File: src/design/priority_preemptive_round_robin_unit_macros.svh
// Assertion macros used by the scheduler datapath.
// Unless ASSERT_OFF is defined, each use expands to one labeled concurrent assertion that reports by $error.
`ifndef PRIORITY_PREEMPTIVE_ROUND_ROBIN_UNIT_MACROS_SVH
`define PRIORITY_PREEMPTIVE_ROUND_ROBIN_UNIT_MACROS_SVH

`ifndef ASSERT_OFF
`define PPR_ASSERT(label, clk, rst, prop) \
   label: assert property (@(posedge clk) disable iff (rst) (prop)) \
      else $error("scheduler assertion failed");
`define PPR_ASSERT_NEVER(label, clk, rst, expr) \
   label: assert property (@(posedge clk) disable iff (rst) !(expr)) \
      else $error("scheduler reached a forbidden condition");
`else
`define PPR_ASSERT(label, clk, rst, prop)
`define PPR_ASSERT_NEVER(label, clk, rst, expr)
`endif

`endif

File: src/design/ppr_pkg.sv
`timescale 1ns / 1ps

package ppr_pkg;

   localparam int MAX_PROCESSES = 16;
   localparam int IDX_W = $clog2(MAX_PROCESSES);
   localparam int CNT_W = $clog2(MAX_PROCESSES + 1);

   localparam int OP_W      = 2;
   localparam int TIME_W    = 16;
   localparam int BURST_W   = 16;
   localparam int PRIO_W    = 8;
   localparam int PID_W     = 4;
   localparam int STATUS_W  = 3;
   localparam int QUANTUM_W = 8;

   localparam logic [CNT_W-1:0] FULL_COUNT = CNT_W'(MAX_PROCESSES);

   // Request operations.
   localparam logic [OP_W-1:0] OP_LOAD  = 2'd0;
   localparam logic [OP_W-1:0] OP_TICK  = 2'd1;
   localparam logic [OP_W-1:0] OP_CLEAR = 2'd2;

   // Result status codes.
   localparam logic [STATUS_W-1:0] ST_LOADED   = 3'd0;
   localparam logic [STATUS_W-1:0] ST_REJECTED = 3'd1;
   localparam logic [STATUS_W-1:0] ST_RAN      = 3'd2;
   localparam logic [STATUS_W-1:0] ST_IDLE     = 3'd3;
   localparam logic [STATUS_W-1:0] ST_CLEARED  = 3'd4;

   typedef struct packed {
      logic [TIME_W-1:0]  arrival;
      logic [BURST_W-1:0] remaining;
      logic [PRIO_W-1:0]  priority_level;
      logic [PID_W-1:0]   id;
   } entry_type;

   localparam int ENTRY_W = $bits(entry_type);

   typedef struct packed {
      logic [OP_W-1:0]    operation;
      logic [TIME_W-1:0]  arrival_time;
      logic [BURST_W-1:0] burst_length;
      logic [PRIO_W-1:0]  priority_level;
   } req_type;

   typedef struct packed {
      logic [STATUS_W-1:0] status;
      logic [PID_W-1:0]    process_id;
      logic                finished;
      logic [TIME_W-1:0]   time_now;
      logic                all_done;
   } rsp_type;

   typedef struct packed {
      logic accept;
      logic load_read;
      logic load_shift;
      logic load_insert;
      logic scan_step;
      logic update;
      logic rot_step;
      logic finish;
   } cmd_type;

   typedef struct packed {
      logic table_full;
      logic pos_zero;
      logic load_stop;
      logic scan_done;
      logic rotate;
      logic rot_done;
      logic rsp_free;
   } stat_type;

   // Load-order id: the table count taken modulo the id range.
   function automatic logic [PID_W-1:0] pid_of(input logic [CNT_W-1:0] count);
      return PID_W'(count);
   endfunction

   function automatic logic [CNT_W-1:0] next_index(input logic [IDX_W-1:0] index);
      return CNT_W'(index) + 1'b1;
   endfunction

endpackage

File: src/design/ppr_req_if.sv
`timescale 1ns / 1ps

interface ppr_req_if;
   logic                          valid;
   logic                          ready;
   logic [ppr_pkg::OP_W-1:0]      operation;
   logic [ppr_pkg::TIME_W-1:0]    arrival_time;
   logic [ppr_pkg::BURST_W-1:0]   burst_length;
   logic [ppr_pkg::PRIO_W-1:0]    priority_level;

   modport source (output valid, output operation, output arrival_time,
                   output burst_length, output priority_level, input ready);
   modport sink (input valid, input operation, input arrival_time,
                 input burst_length, input priority_level, output ready);
endinterface

File: src/design/ppr_rsp_if.sv
`timescale 1ns / 1ps

interface ppr_rsp_if;
   logic                           valid;
   logic                           ready;
   logic [ppr_pkg::STATUS_W-1:0]   status;
   logic [ppr_pkg::PID_W-1:0]      process_id;
   logic                           finished;
   logic [ppr_pkg::TIME_W-1:0]     time_now;
   logic                           all_done;

   modport source (output valid, output status, output process_id, output finished,
                   output time_now, output all_done, input ready);
   modport sink (input valid, input status, input process_id, input finished,
                 input time_now, input all_done, output ready);
endinterface

File: src/design/ppr_csr_if.sv
`timescale 1ns / 1ps

interface ppr_csr_if;
   logic                            valid;
   logic                            ready;
   logic [ppr_pkg::QUANTUM_W-1:0]   quantum;

   modport source (output valid, output quantum, input ready);
   modport sink (input valid, input quantum, output ready);
endinterface

File: src/design/priority_preemptive_round_robin_unit.sv
`timescale 1ns / 1ps
// Channel | Direction | Moves
// req_ch  | in        | request: operation, arrival_time, burst_length, priority_level
// rsp_ch  | out       | one result per request: status, process_id, finished, time_now, all_done
// csr_ch  | in        | quantum register write, always ready
//
// One request is worked at a time; the result register lets the next request in while
// the previous result waits. Between accepting a request and loading its result, a load
// walks down from the table end and moves each entry that arrived later up one slot; a
// tick scans every entry and, when the process rotates, moves the entries after its slot
// down one and puts it at the table end; clear or reject goes straight to the result.
// Reset is synchronous and empties the table; a stalled result holds the next one back.

module priority_preemptive_round_robin_unit (
   input logic       clock,
   input logic       reset,
   ppr_req_if.sink   req_ch,
   ppr_rsp_if.source rsp_ch,
   ppr_csr_if.sink   csr_ch
);

   ppr_pkg::cmd_type  cmd;
   ppr_pkg::stat_type stat;
   ppr_pkg::req_type  req_payload;
   ppr_pkg::rsp_type  rsp_payload;
   logic              req_ready;
   logic              rsp_valid;
   logic              csr_ready;

   always_comb begin
      req_payload.operation      = req_ch.operation;
      req_payload.arrival_time   = req_ch.arrival_time;
      req_payload.burst_length   = req_ch.burst_length;
      req_payload.priority_level = req_ch.priority_level;
   end

   ppr_ctrl u_ctrl (
      .clock         (clock),
      .reset         (reset),
      .req_valid     (req_ch.valid),
      .req_operation (req_ch.operation),
      .stat          (stat),
      .req_ready     (req_ready),
      .cmd           (cmd)
   );

   ppr_datapath u_datapath (
      .clock       (clock),
      .reset       (reset),
      .req_in      (req_payload),
      .cmd         (cmd),
      .stat        (stat),
      .csr_valid   (csr_ch.valid),
      .csr_quantum (csr_ch.quantum),
      .csr_ready   (csr_ready),
      .rsp_valid   (rsp_valid),
      .rsp_ready   (rsp_ch.ready),
      .rsp_out     (rsp_payload)
   );

   assign req_ch.ready      = req_ready;
   assign csr_ch.ready      = csr_ready;
   assign rsp_ch.valid      = rsp_valid;
   assign rsp_ch.status     = rsp_payload.status;
   assign rsp_ch.process_id = rsp_payload.process_id;
   assign rsp_ch.finished   = rsp_payload.finished;
   assign rsp_ch.time_now   = rsp_payload.time_now;
   assign rsp_ch.all_done   = rsp_payload.all_done;

endmodule

File: src/design/ppr_ram.sv
`timescale 1ns / 1ps

module ppr_ram #(
   parameter int WIDTH = 8,
   parameter int DEPTH = 16
) (
   input  logic                     clock,
   input  logic                     wr_en,
   input  logic [$clog2(DEPTH)-1:0] wr_addr,
   input  logic [WIDTH-1:0]         wr_data,
   input  logic [$clog2(DEPTH)-1:0] rd_addr,
   output logic [WIDTH-1:0]         rd_data
);

   logic [WIDTH-1:0] mem_ff [DEPTH];
   logic [WIDTH-1:0] rd_data_ff;

   always_ff @(posedge clock) begin
      if (wr_en) begin
         mem_ff[wr_addr] <= wr_data;
      end
      rd_data_ff <= mem_ff[rd_addr];
   end

   assign rd_data = rd_data_ff;

endmodule

File: src/design/ppr_ctrl.sv
`timescale 1ns / 1ps

module ppr_ctrl (
   input  logic                     clock,
   input  logic                     reset,
   input  logic                     req_valid,
   input  logic [ppr_pkg::OP_W-1:0] req_operation,
   input  ppr_pkg::stat_type        stat,
   output logic                     req_ready,
   output ppr_pkg::cmd_type         cmd
);

   typedef enum logic [6:0] {
      S_IDLE     = 7'b0000001,
      S_LOAD_RD  = 7'b0000010,
      S_LOAD_CMP = 7'b0000100,
      S_SCAN     = 7'b0001000,
      S_UPDATE   = 7'b0010000,
      S_ROTATE   = 7'b0100000,
      S_RESULT   = 7'b1000000
   } state_type;

   state_type state_ff;
   state_type state_in;

   always_comb begin
      state_in  = state_ff;
      cmd       = '0;
      req_ready = 1'b0;
      case (state_ff)
         S_IDLE: begin
            req_ready = 1'b1;
            if (req_valid) begin
               cmd.accept = 1'b1;
               case (req_operation)
                  ppr_pkg::OP_LOAD: begin
                     state_in = stat.table_full ? S_RESULT : S_LOAD_RD;
                  end
                  ppr_pkg::OP_TICK: begin
                     state_in = S_SCAN;
                  end
                  default: begin
                     state_in = S_RESULT;
                  end
               endcase
            end
         end
         S_LOAD_RD: begin
            // Walk down from the table end; at the bottom the new entry goes in.
            if (stat.pos_zero) begin
               cmd.load_insert = 1'b1;
               state_in        = S_RESULT;
            end else begin
               cmd.load_read = 1'b1;
               state_in      = S_LOAD_CMP;
            end
         end
         S_LOAD_CMP: begin
            if (stat.load_stop) begin
               cmd.load_insert = 1'b1;
               state_in        = S_RESULT;
            end else begin
               cmd.load_shift = 1'b1;
               state_in       = S_LOAD_RD;
            end
         end
         S_SCAN: begin
            cmd.scan_step = 1'b1;
            if (stat.scan_done) begin
               state_in = S_UPDATE;
            end
         end
         S_UPDATE: begin
            cmd.update = 1'b1;
            state_in   = stat.rotate ? S_ROTATE : S_RESULT;
         end
         S_ROTATE: begin
            cmd.rot_step = 1'b1;
            if (stat.rot_done) begin
               state_in = S_RESULT;
            end
         end
         S_RESULT: begin
            if (stat.rsp_free) begin
               cmd.finish = 1'b1;
               state_in   = S_IDLE;
            end
         end
         default: begin
            state_in = S_IDLE;
         end
      endcase
   end

   always_ff @(posedge clock) begin
      if (reset) begin
         state_ff <= S_IDLE;
      end else begin
         state_ff <= state_in;
      end
   end

endmodule

File: src/design/ppr_datapath.sv
`timescale 1ns / 1ps
`include "priority_preemptive_round_robin_unit_macros.svh"

module ppr_datapath (
   input  logic                          clock,
   input  logic                          reset,
   input  ppr_pkg::req_type              req_in,
   input  ppr_pkg::cmd_type              cmd,
   output ppr_pkg::stat_type             stat,
   input  logic                          csr_valid,
   input  logic [ppr_pkg::QUANTUM_W-1:0] csr_quantum,
   output logic                          csr_ready,
   output logic                          rsp_valid,
   input  logic                          rsp_ready,
   output ppr_pkg::rsp_type              rsp_out
);

   // Process table.
   ppr_pkg::entry_type               rd_entry;
   ppr_pkg::entry_type               wr_entry;
   ppr_pkg::entry_type               new_entry;
   ppr_pkg::entry_type               updated_entry;
   logic [ppr_pkg::IDX_W-1:0]        rd_addr;
   logic [ppr_pkg::IDX_W-1:0]        wr_addr;
   logic                             wr_en;

   // Control state.
   logic [ppr_pkg::CNT_W-1:0]        count_ff;
   logic [ppr_pkg::CNT_W-1:0]        pending_ff;
   logic [ppr_pkg::CNT_W-1:0]        idx_ff;
   logic [ppr_pkg::IDX_W-1:0]        cmp_idx_ff;
   logic                             cmp_valid_ff;
   logic [ppr_pkg::TIME_W-1:0]       time_ff;
   logic [ppr_pkg::PRIO_W-1:0]       tracked_ff;
   logic [ppr_pkg::PID_W-1:0]        last_id_ff;
   logic                             last_valid_ff;
   logic [ppr_pkg::QUANTUM_W-1:0]    run_ff;
   logic [ppr_pkg::QUANTUM_W-1:0]    quantum_ff;
   logic                             found1_ff;
   logic                             found2_ff;
   logic                             rsp_valid_ff;

   // Payload state.
   ppr_pkg::req_type                 req_ff;
   ppr_pkg::rsp_type                 res_ff;
   ppr_pkg::rsp_type                 rsp_ff;
   ppr_pkg::entry_type               cand1_ff;
   ppr_pkg::entry_type               cand2_ff;
   ppr_pkg::entry_type               held_ff;
   logic [ppr_pkg::IDX_W-1:0]        cand1_idx_ff;
   logic [ppr_pkg::IDX_W-1:0]        cand2_idx_ff;
   logic [ppr_pkg::PRIO_W-1:0]       best_level_ff;

   // Tick decision.
   logic [ppr_pkg::CNT_W-1:0]        idx_dec;
   logic [ppr_pkg::CNT_W-1:0]        count_dec;
   logic                             scan_more;
   logic                             eligible;
   logic                             found;
   ppr_pkg::entry_type               chosen;
   logic [ppr_pkg::IDX_W-1:0]        chosen_idx;
   logic                             same_run;
   logic                             rose;
   logic [ppr_pkg::QUANTUM_W-1:0]    run_in;
   logic [ppr_pkg::BURST_W-1:0]      rem_next;
   logic                             fin;
   logic                             rotate;
   logic                             rsp_free;

   ppr_ram #(
      .WIDTH (ppr_pkg::ENTRY_W),
      .DEPTH (ppr_pkg::MAX_PROCESSES)
   ) u_table (
      .clock   (clock),
      .wr_en   (wr_en),
      .wr_addr (wr_addr),
      .wr_data (wr_entry),
      .rd_addr (rd_addr),
      .rd_data (rd_entry)
   );

   assign idx_dec   = idx_ff - 1'b1;
   assign count_dec = count_ff - 1'b1;
   assign rd_addr   = cmd.load_read ? idx_dec[ppr_pkg::IDX_W-1:0] : idx_ff[ppr_pkg::IDX_W-1:0];
   assign scan_more = idx_ff < count_ff;
   assign eligible  = (rd_entry.remaining != '0) && (rd_entry.arrival <= time_ff);

   // A process strictly above the tracked level wins over one at the level.
   assign found      = found1_ff || found2_ff;
   assign chosen     = found1_ff ? cand1_ff : cand2_ff;
   assign chosen_idx = found1_ff ? cand1_idx_ff : cand2_idx_ff;

   always_comb begin
      same_run = last_valid_ff && (last_id_ff == chosen.id);
      rose     = 1'b1;
      run_in   = run_ff;
      if (!same_run) begin
         run_in = 8'd1;
      end else if (run_ff != '1) begin
         run_in = run_ff + 1'b1;
      end else begin
         rose = 1'b0;
      end
   end

   assign rem_next = chosen.remaining - 1'b1;
   assign fin      = (rem_next == '0);
   // Unless it finishes, the chosen process sits at the level that is tracked after the tick,
   // so only the run count and the remaining burst decide the rotation.
   assign rotate   = found && rose && (run_in == quantum_ff) && !fin;
   assign rsp_free = !rsp_valid_ff || rsp_ready;

   always_comb begin
      new_entry.arrival        = req_ff.arrival_time;
      new_entry.remaining      = req_ff.burst_length;
      new_entry.priority_level = req_ff.priority_level;
      new_entry.id             = ppr_pkg::pid_of(count_ff);
      updated_entry            = chosen;
      updated_entry.remaining  = rem_next;
   end

   always_comb begin
      wr_en    = 1'b0;
      wr_addr  = idx_ff[ppr_pkg::IDX_W-1:0];
      wr_entry = rd_entry;
      if (cmd.load_shift) begin
         wr_en = 1'b1;
      end else if (cmd.load_insert) begin
         wr_en    = 1'b1;
         wr_entry = new_entry;
      end else if (cmd.update && found && !rotate) begin
         wr_en    = 1'b1;
         wr_addr  = chosen_idx;
         wr_entry = updated_entry;
      end else if (cmd.rot_step) begin
         if (cmp_valid_ff) begin
            wr_en   = 1'b1;
            wr_addr = cmp_idx_ff - 1'b1;
         end else if (!scan_more) begin
            // Shifting is over; the rotated process lands at the table end.
            wr_en    = 1'b1;
            wr_addr  = count_dec[ppr_pkg::IDX_W-1:0];
            wr_entry = held_ff;
         end
      end
   end

   always_comb begin
      stat.table_full = (count_ff == ppr_pkg::FULL_COUNT);
      stat.pos_zero   = (idx_ff == '0);
      stat.load_stop  = (rd_entry.arrival <= req_ff.arrival_time);
      stat.scan_done  = !scan_more && !cmp_valid_ff;
      stat.rotate     = rotate;
      stat.rot_done   = !scan_more && !cmp_valid_ff;
      stat.rsp_free   = rsp_free;
   end

   always_ff @(posedge clock) begin
      if (reset) begin
         count_ff      <= '0;
         pending_ff    <= '0;
         idx_ff        <= '0;
         cmp_idx_ff    <= '0;
         cmp_valid_ff  <= 1'b0;
         time_ff       <= '0;
         tracked_ff    <= '0;
         last_id_ff    <= '0;
         last_valid_ff <= 1'b0;
         run_ff        <= '0;
         quantum_ff    <= 8'd1;
         found1_ff     <= 1'b0;
         found2_ff     <= 1'b0;
         rsp_valid_ff  <= 1'b0;
      end else begin
         if (csr_valid) begin
            quantum_ff <= csr_quantum;
         end
         if (cmd.finish) begin
            rsp_valid_ff <= 1'b1;
         end else if (rsp_ready) begin
            rsp_valid_ff <= 1'b0;
         end
         if (cmd.accept) begin
            found1_ff    <= 1'b0;
            found2_ff    <= 1'b0;
            cmp_valid_ff <= 1'b0;
            idx_ff       <= (req_in.operation == ppr_pkg::OP_LOAD) ? count_ff : '0;
            if (req_in.operation == ppr_pkg::OP_CLEAR) begin
               count_ff      <= '0;
               pending_ff    <= '0;
               time_ff       <= '0;
               tracked_ff    <= '0;
               last_id_ff    <= '0;
               last_valid_ff <= 1'b0;
               run_ff        <= '0;
            end
         end
         if (cmd.load_shift) begin
            idx_ff <= idx_dec;
         end
         if (cmd.load_insert) begin
            count_ff <= count_ff + 1'b1;
            if (req_ff.burst_length != '0) begin
               pending_ff <= pending_ff + 1'b1;
            end
         end
         // Scan and rotation share one read pointer; the table read is registered.
         if (cmd.scan_step || cmd.rot_step) begin
            if (scan_more) begin
               idx_ff       <= idx_ff + 1'b1;
               cmp_idx_ff   <= idx_ff[ppr_pkg::IDX_W-1:0];
               cmp_valid_ff <= 1'b1;
            end else begin
               cmp_valid_ff <= 1'b0;
            end
         end
         if (cmd.scan_step && cmp_valid_ff && eligible) begin
            if (rd_entry.priority_level > best_level_ff) begin
               found1_ff <= 1'b1;
            end
            if ((rd_entry.priority_level == tracked_ff) && !found2_ff) begin
               found2_ff <= 1'b1;
            end
         end
         if (cmd.update) begin
            tracked_ff <= (found && fin) ? '0 : best_level_ff;
            if (time_ff != '1) begin
               time_ff <= time_ff + 1'b1;
            end
            if (found) begin
               run_ff        <= run_in;
               last_id_ff    <= chosen.id;
               last_valid_ff <= 1'b1;
               if (fin) begin
                  pending_ff <= pending_ff - 1'b1;
               end
               if (rotate) begin
                  idx_ff       <= ppr_pkg::next_index(chosen_idx);
                  cmp_valid_ff <= 1'b0;
               end
            end
         end
      end
   end

   always_ff @(posedge clock) begin
      if (cmd.accept) begin
         req_ff            <= req_in;
         best_level_ff     <= tracked_ff;
         res_ff.time_now   <= time_ff;
         res_ff.process_id <= '0;
         res_ff.finished   <= 1'b0;
         res_ff.all_done   <= 1'b0;
         res_ff.status     <= (req_in.operation == ppr_pkg::OP_CLEAR) ?
                              ppr_pkg::ST_CLEARED : ppr_pkg::ST_REJECTED;
      end
      if (cmd.load_insert) begin
         res_ff.status     <= ppr_pkg::ST_LOADED;
         res_ff.process_id <= ppr_pkg::pid_of(count_ff);
      end
      if (cmd.scan_step && cmp_valid_ff && eligible) begin
         if (rd_entry.priority_level > best_level_ff) begin
            best_level_ff <= rd_entry.priority_level;
            cand1_ff      <= rd_entry;
            cand1_idx_ff  <= cmp_idx_ff;
         end
         if ((rd_entry.priority_level == tracked_ff) && !found2_ff) begin
            cand2_ff     <= rd_entry;
            cand2_idx_ff <= cmp_idx_ff;
         end
      end
      if (cmd.update) begin
         held_ff <= updated_entry;
         if (found) begin
            res_ff.status     <= ppr_pkg::ST_RAN;
            res_ff.process_id <= chosen.id;
            res_ff.finished   <= fin;
         end else begin
            res_ff.status <= ppr_pkg::ST_IDLE;
         end
      end
      if (cmd.finish) begin
         rsp_ff <= {res_ff.status, res_ff.process_id, res_ff.finished, res_ff.time_now,
                    pending_ff == '0};
      end
   end

   assign csr_ready = 1'b1;
   assign rsp_valid = rsp_valid_ff;
   assign rsp_out   = rsp_ff;

   `PPR_ASSERT_NEVER(a_count_bound, clock, reset, count_ff > ppr_pkg::FULL_COUNT)
   `PPR_ASSERT_NEVER(a_pending_bound, clock, reset, pending_ff > count_ff)
   `PPR_ASSERT(a_finish_space, clock, reset, cmd.finish |-> rsp_free)
   `PPR_ASSERT(a_insert_room, clock, reset, cmd.load_insert |-> !stat.table_full)
   `PPR_ASSERT(a_finish_level, clock, reset, (cmd.update && found && fin) |=> (tracked_ff == '0))

endmodule
File: src/flat_wrapper.sv
// flat-port wrapper written by rule: the top's interface ports become plain ports
module priority_preemptive_round_robin_unit_flat 
  (clock, reset, req_ch_valid, req_ch_operation, req_ch_arrival_time, req_ch_burst_length, req_ch_priority_level, req_ch_ready, rsp_ch_valid, rsp_ch_status, rsp_ch_process_id, rsp_ch_finished, rsp_ch_time_now, rsp_ch_all_done, rsp_ch_ready, csr_ch_valid, csr_ch_quantum, csr_ch_ready);
  ppr_req_if req_ch_i ();
  ppr_rsp_if rsp_ch_i ();
  ppr_csr_if csr_ch_i ();
  input logic clock;
  input logic reset;
  input wire logic [$bits(req_ch_i.valid)-1:0] req_ch_valid;
  input wire logic [$bits(req_ch_i.operation)-1:0] req_ch_operation;
  input wire logic [$bits(req_ch_i.arrival_time)-1:0] req_ch_arrival_time;
  input wire logic [$bits(req_ch_i.burst_length)-1:0] req_ch_burst_length;
  input wire logic [$bits(req_ch_i.priority_level)-1:0] req_ch_priority_level;
  output wire logic [$bits(req_ch_i.ready)-1:0] req_ch_ready;
  output wire logic [$bits(rsp_ch_i.valid)-1:0] rsp_ch_valid;
  output wire logic [$bits(rsp_ch_i.status)-1:0] rsp_ch_status;
  output wire logic [$bits(rsp_ch_i.process_id)-1:0] rsp_ch_process_id;
  output wire logic [$bits(rsp_ch_i.finished)-1:0] rsp_ch_finished;
  output wire logic [$bits(rsp_ch_i.time_now)-1:0] rsp_ch_time_now;
  output wire logic [$bits(rsp_ch_i.all_done)-1:0] rsp_ch_all_done;
  input wire logic [$bits(rsp_ch_i.ready)-1:0] rsp_ch_ready;
  input wire logic [$bits(csr_ch_i.valid)-1:0] csr_ch_valid;
  input wire logic [$bits(csr_ch_i.quantum)-1:0] csr_ch_quantum;
  output wire logic [$bits(csr_ch_i.ready)-1:0] csr_ch_ready;
  assign req_ch_i.valid = req_ch_valid;
  assign req_ch_i.operation = req_ch_operation;
  assign req_ch_i.arrival_time = req_ch_arrival_time;
  assign req_ch_i.burst_length = req_ch_burst_length;
  assign req_ch_i.priority_level = req_ch_priority_level;
  assign req_ch_ready = req_ch_i.ready;
  assign rsp_ch_valid = rsp_ch_i.valid;
  assign rsp_ch_status = rsp_ch_i.status;
  assign rsp_ch_process_id = rsp_ch_i.process_id;
  assign rsp_ch_finished = rsp_ch_i.finished;
  assign rsp_ch_time_now = rsp_ch_i.time_now;
  assign rsp_ch_all_done = rsp_ch_i.all_done;
  assign rsp_ch_i.ready = rsp_ch_ready;
  assign csr_ch_i.valid = csr_ch_valid;
  assign csr_ch_i.quantum = csr_ch_quantum;
  assign csr_ch_ready = csr_ch_i.ready;
  priority_preemptive_round_robin_unit u_core (.clock(clock), .reset(reset), .req_ch(req_ch_i), .rsp_ch(rsp_ch_i), .csr_ch(csr_ch_i));
endmodule
File: config.mk
export PLATFORM = sky130hd
export DESIGN_NAME = priority_preemptive_round_robin_unit_flat
export DESIGN_NICKNAME = d
export VERILOG_FILES = /design/src/design/ppr_pkg.sv /design/src/design/ppr_req_if.sv /design/src/design/ppr_rsp_if.sv /design/src/design/ppr_csr_if.sv /design/src/design/priority_preemptive_round_robin_unit.sv /design/src/design/ppr_ram.sv /design/src/design/ppr_ctrl.sv /design/src/design/ppr_datapath.sv /design/src/flat_wrapper.sv
export VERILOG_INCLUDE_DIRS = /design/src /design/src/design
export SDC_FILE = /design/constraint.sdc
export NUM_CORES = 2
export LEC_CHECK = 0
export ABC_CLOCK_PERIOD_IN_PS = 14800
export BUFFER_PORTS_ARGS = -buffer_cell sky130_fd_sc_hd__buf_2
export CORE_ASPECT_RATIO = 1.2
export CORE_MARGIN = 4
export CORE_UTILIZATION = 42
export CTS_CLUSTER_DIAMETER = 80
export DETAILED_ROUTE_END_ITERATION = 7
export HOLD_SLACK_MARGIN = 0.02
export PLACE_DENSITY = 0.66
export SLEW_MARGIN = 20
export SYNTH_ARGS = -nofsm -noshare
export SYNTH_HDL_FRONTEND = slang
export SYNTH_HIERARCHICAL = 1
export SYNTH_SLANG_ARGS = --single-unit
File: constraint.sdc
create_clock -name clock -period 14.8 [get_ports clock]
set_input_delay 1.48 -clock clock [delete_from_list [all_inputs] [get_ports clock]]
set_output_delay 1.48 -clock clock [all_outputs]
set_load 0.01 [all_outputs]
# Yosys cells after proc, flatten, opt, wreduce, memory -nomap -nowiden
# Memories as Yosys holds them, arrays and structs flattened. A register that Yosys moved wholly into a read port is not among the register bits.
# Cells that the tools add are included.
dict set report op_classes {
  n_addsub 11
  n_lt_le_gt_ge 4
  eq_ne 19
  muxes 113
  reduce_logical 39
}
# cell n
set ops {}
lappend ops {{$mux W44} 7}
lappend ops {{$mux W8} 14}
lappend ops {{$mux W5} 19}
lappend ops {{$mux W16} 4}
lappend ops {{$mux W7} 9}
lappend ops {{$pmux W7 S7} 1}
lappend ops {{$mux W4} 12}
lappend ops {{$mux W1} 43}
lappend ops {{$le A16 B16 Y1} 2}
lappend ops {{$reduce_bool A16 Y1} 2}
lappend ops {{$mux W25} 1}
lappend ops {{$add A16 B1 Y16 const B} 1}
lappend ops {{$eq A8 B8 Y1} 2}
lappend ops {{$logic_not A16 Y1} 1}
lappend ops {{$ne A16 B16 Y1 const B} 1}
lappend ops {{$sub A16 B1 Y16 const B} 1}
lappend ops {{$add A5 B1 Y5 const B} 3}
lappend ops {{$pmux W7 S2} 1}
lappend ops {{$logic_and A1 B1 Y1} 12}
lappend ops {{$logic_not A5 Y1} 2}
lappend ops {{$reduce_and A2 Y1} 5}
lappend ops {{$reduce_bool A2 Y1} 5}
lappend ops {{$sub A5 B1 Y5 const B} 2}
lappend ops {{$add A8 B1 Y8 const B} 1}
lappend ops {{25 further kinds} 35}
dict set report word_totals {
  reg_bits 312
  ramBits 704
  inputBits 55
  out_inout_bits 28
  memories 1
}
# memory words word_bits read_ports rd_clocked_by_memory_dff write_ports line
set memory_table {}
lappend memory_table {u_core.u_datapath.u_table.mem_ff 16 44 1 1 1 ppr_ram.sv:15} ;# logic [WIDTH-1:0] mem_ff [DEPTH];

# Depth between registers and ports, before layout
dict set report depth {
  depth_word 14
  depth_mapped 21
  depth_no_buf 19
}

# Hierarchy
# The synthesis kept the hierarchy.
# mod instances cells_each area_each_um2
set modules_own_cells {}
lappend modules_own_cells {ppr_ram 1 1142 27266.2}
lappend modules_own_cells {ppr_datapath 1 1358 15406.0}
lappend modules_own_cells {ppr_ctrl 1 67 488.0}

# Worst setup path after synthesis
# OpenSTA, ideal clock, no wires.
dict set report synth_timing {
  path_kind {reg2reg}
  start {reg u_core.u_ctrl.state_ff[0]}
  end {mem u_core/u_datapath/u_table/mem_ff[0][0] in the netlist's numbering, enable pin}
  setup_time_ps 500
  arrival_time_ps 9558
  required_time_ps 14300
  slack_ps 4742
  path_stages_with_launch 11
  path_buffers 1
  path_cell_list {dfxtp_1 -> nor3_1 -> nand2_1 -> nor3b_1 -> nor2b_1 -> clkbuf_1 -> nand4b_1 -> a21oi_1 -> a221oi_1 -> or3b_2 -> nor3_1}
}
# element line
set synth_lines {}
lappend synth_lines {{from (decl)} ppr_ctrl.sv:23} ;# state_type state_ff;
lappend synth_lines {{from (signal assigned)} ppr_ctrl.sv:99} ;# state_ff <= state_in;
lappend synth_lines {{to (decl)} ppr_ram.sv:15}

# Final worst setup path
dict set report layout_timing {
  start {reg u_core.u_datapath.found1_ff}
  end {mem u_core/u_datapath/u_table/mem_ff[5][32] in the netlist's numbering, enable pin}
}
# element line
set layout_lines {}
lappend layout_lines {{from (decl)} ppr_datapath.sv:39} ;# logic found1_ff;
lappend layout_lines {{from (signal assigned)} ppr_datapath.sv:171} ;# found1_ff <= 1'b0;
lappend layout_lines {{from (signal assigned)} ppr_datapath.sv:184} ;# found1_ff <= 1'b0;
lappend layout_lines {{from (signal assigned)} ppr_datapath.sv:219} ;# found1_ff <= 1'b1;
lappend layout_lines {{branches (longest 9 deep; another with $sub A16 B1 Y16)} -}
lappend layout_lines {{$mux W4 *} ppr_datapath.sv:131} ;# end else if (cmd.update && found && !rotate) begin
lappend layout_lines {{$mux W4 *} ppr_datapath.sv:128} ;# end else if (cmd.load_insert) begin
lappend layout_lines {{$mux W4 *} ppr_datapath.sv:126} ;# if (cmd.load_shift) begin
lappend layout_lines {{named net u_core.u_datapath.wr_addr (one bit)} ppr_datapath.sv:24} ;# logic [ppr_pkg::IDX_W-1:0] wr_addr;
# Mark *: on every way through the listed nets, which the timed path passes.

==> flow_summary.yaml <==
routing:
  dr.pass1.iters: 8
  postRouteAntennaNets: 0
  via_per_inst: 5.85
  drtIter0Drc: 2481
  drt-total-wl_um: 104000
  drc: 6
  avgRoutedWirePerCell_um: 25.1
  via_count: 24150
timing:
  fmax_mhz: 136
  setup_slack_ns: 7.46
  slew_headroom_pct: 24.7
  final.setup.tns_ns: 0
  finalCriticalPeriod_ns: 7.34
  finClkSkew_ns: 0.0270
  drv_slew: 0
  period_share_pct: 49.6
  setup_violations: 0
  worst_pin_slew_ns: 1.13
  hold_viol_final: 0
  rsz0062_at_grt: "false"
setup_path:
  worst-path-buf-inv: 3
  max_stage_delay_ns: 0.76
  rr_startpoint: "u_core/u_datapath/found1_ff$_SDFF_PP0_"
  rr_endpoint: "u_core/u_datapath/u_table/mem_ff[5][32]$_DFFE_PP_"
  r2r_slack_ns: 7.46
  cp-start-kind: "flip-flop"
  worst_ep_required_time_ns: 15.11
  arrival_ns: 7.65
  r2r_cells: 14
  crit_family: "simple AND/OR/NAND/NOR gates"
  crit_top_cell: "buf_4"
  path_cells: "buf_4, mux2i_1, mux2i_1, nand4_1, or4_1, a32o_1, o31ai_4, nand2_2, buf_4, nand2_1, o221a_2, nand2b_1, nor2_4, buf_4"
  slowest_stage: "nand2_1"
  critPathCaptureType: "flip-flop"
  path_max_fanout: 48
  worstSetupPathType: "reg2reg"
  cp.depth: 14
yosys:
  syn_area_um2: 43200
  syn_avg_cell_area_um2: 16.8
  ys_warn_count: 6
  synth_top_area_share_pct: 64.6
  synth-edff-count: 928
  synthFlopType: "edfxtp_1"
  synth_adder_area_share_pct: 1.71
  synthSimpleGateAreaFrac_pct: 5.71
  synthMuxAreaShare_pct: 12.4
  syn_inst: 2567
  ys_ff_latch: 1060
  synth.distinct_cells: 80
  synth_top_family_by_area: "multiplexers"
  synth_area_leader_cell: "edfxtp_1"
  synthTopCellsByArea: "edfxtp_1, mux4_2, dfxtp_1"
  synth-async-reset-ratio_pct: 0
  synth.yosys.seq_area_share_pct: 70.7
  synth-xor-area-share_pct: 0.893
  synth_compound_area_share_pct: 6.36
  syn-num-nets: 2681
power:
  power_density_nw_per_um2: 127
  vdd_drop_max_v: 0.0000873
  p_leak_nw: 15.8
die:
  core_um2: 102000
  die_h_um: 359
  die_w_um: 301
  boundaryPins: 83
  start_util_pct: 42.4
  die_area_um2: 108000
  fp-row-count: 128
final_layout:
  num_antenna_cells: 0
  post-route-cell-area_um2: 49000
  final_core_util_pct: 48.1
  drive_above_1_share_pct: 21.8
  fillCellCount: 8304
  syn2layout_area_growth_pct: 13.4
  fin_nets: 2786
clocking:
  clk_pin_slew_ns: 0.06
  h-tree-depth: 3
  clock_path_buffers: 3
  post-cts-setup-buffers: 0
  clk_latency_ns: 0.68
  cts_root_buffer: "clkbuf_16"
  ctsHoldBuffers: 0
  cts_resized: 0
  cts.sinks: 1060
  cts_tree: "done"
  cts_buffers: 103
placed_design:
  io_buffers: 81
  place_area_um2: 45200
  place_hpwl_um: 62700
  dp_worst_setup_slack_ns: 7.68
  globalplace.congestion: 0.877
global_routing:
  grt_max_degree: 111
  overflow: 0
  grt_pass1_vias: 24714
  antenna_found_initial: 0
  grtUsageTotal_pct: 18.9
  grt_pass1_wl_um: 156000
hold_path:
  worstHoldStart: "u_core/u_datapath/res_ff[15]$_DFFE_PP_"
  hold_path_depth: 0
  worstHoldEndpoint: "u_core/u_datapath/rsp_out[15]$_DFFE_PP_"
  hold_class: "reg2reg"
flow_run:
  maxCapViolCount: 0
run_status:
  status: "finished, violations left"
  violations: "DRC"
-- placed cells by master (no fill, tap or decap), types with 75 or more instances in the layout --
cell type  count
a22oi_1      124
clkbuf_16    105
buf_2         82
inv_1         75
dfxtp_1      131
edfxtp_1     928
mux2i_1       80
mux4_2       176
nor2_1        94
nand2_1      119
-- state kept, by name, indices dropped and copies added (netlist names), 7 cells and up --
signal / count
u_core/u_datapath/run_ff: 8
u_core/u_datapath/new_entry: 40
u_core/u_datapath/u_table/mem_ff: 704
u_core/u_ctrl/state_ff: 7
u_core/u_datapath/rsp_out: 25
u_core/u_datapath/time_ff: 16
u_core/u_datapath/quantum_ff: 8
u_core/u_datapath/best_level_ff: 8
u_core/u_datapath/held_ff: 44
u_core/u_datapath/cand1_ff: 44
u_core/u_datapath/u_table/rd_data: 44
u_core/u_datapath/cand2_ff: 44
u_core/u_datapath/res_ff: 24
u_core/u_datapath/tracked_ff: 8
-- worst reg2reg max path, delay by kind of cell (launching register included) --
family                 cells  cell delay [ns]
AND/OR/NAND/NOR            6             3.01
buffers and inverters      3             1.42
AO/OA/AOI/OAI              3             1.15
multiplexers               2             0.74
flip-flops                 1             0.62
-- metrics by stage --
stage	power [mW]	std cells	hold WS, ns
3_5_place_dp	3.51	3930	0.405
6_report	6.23	4127	0.412
3_3_place_gp	3.50	3928	0.402
5_1_grt	6.43	4127	0.425
4_1_cts	6.28	4125	0.415
2_1_floorplan	3.43	2567	0.400
-- worst max path at each step --
| stage | end | slack (ns) | from |
|---|---|---|---|
| floorplan | u_core/u_datapath/u_table/mem_ff[0][0]$_DFFE_PP_ | 4.74 | u_core/u_ctrl/state_ff[0]$_SDFFE_PP1P_ |
| finish | u_core/u_datapath/u_table/mem_ff[5][32]$_DFFE_PP_ | 7.46 | u_core/u_datapath/found1_ff$_SDFF_PP0_ |
| CTS | u_core/u_datapath/u_table/mem_ff[5][30]$_DFFE_PP_ | 7.65 | u_core/u_datapath/found1_ff$_SDFF_PP0_ |
| detailed placement | u_core/u_datapath/u_table/mem_ff[5][30]$_DFFE_PP_ | 7.68 | u_core/u_datapath/found1_ff$_SDFF_PP0_ |
| global placement | u_core/u_datapath/u_table/mem_ff[5][36]$_DFFE_PP_ | 7.93 | u_core/u_datapath/found1_ff$_SDFF_PP0_ |
| global route | u_core/u_datapath/u_table/mem_ff[5][30]$_DFFE_PP_ | 7.02 | u_core/u_datapath/found1_ff$_SDFF_PP0_ |
-- kinds of logic after synthesis --
kind of cell / Yosys count
compound gates: 386
xor+xnor: 44
fa+ha+maj: 59
buf+inv: 214
flops: 1060
mux: 308
other cells: 1
simple gates: 495
-- routing by layer --
layer | up-vias | GRT usage [%] | share of wire [%] | wire length (µm)
li1 | 10487 | - | - | -
met1 | 12450 | 25.2 | 40 | 41500
met2 | 1005 | 31.3 | 49 | 50900
met3 | 208 | 3.23 | 7.3 | 7600
met4 | 0 | 7.10 | 3.5 | 3610
met5 | - | 0 | 0 | 0
-- report_power, final --
part	switching [mW]	internal, mW
clock network	1.13	1.65
registers	0.0283	3.27
logic	0.101	0.0425
-- Yosys cell counts, types with 43 or more instances --
| cell | number |
|---|---|
| dfxtp_1 | 132 |
| o21ai_0 | 54 |
| ha_1 | 59 |
| nor2_1 | 111 |
| mux4_2 | 176 |
| clkbuf_1 | 80 |
| nor3_1 | 43 |
| a22oi_1 | 124 |
| mux2i_1 | 80 |
| a21oi_1 | 61 |
| nand2_1 | 119 |
| edfxtp_1 | 928 |
| mux2_2 | 51 |
| nand3_1 | 74 |
| inv_1 | 76 |
-- area by class of cell --
| type | instances | area (µm²) | area share [%] |
|---|---|---|---|
| Sequential cell | 1060 | 30500 | 62.3 |
| Multi-Input combinational cell | 1293 | 12000 | 24.5 |
| Clock buffer | 121 | 2740 | 5.59 |
| Tap cell | 1365 | 1710 | 3.49 |
| Clock inverter | 74 | 908 | 1.86 |
| Timing Repair Buffer | 136 | 828 | 1.69 |
| Inverter | 78 | 293 | 0.598 |
Power figures use the tool's default switching activity.
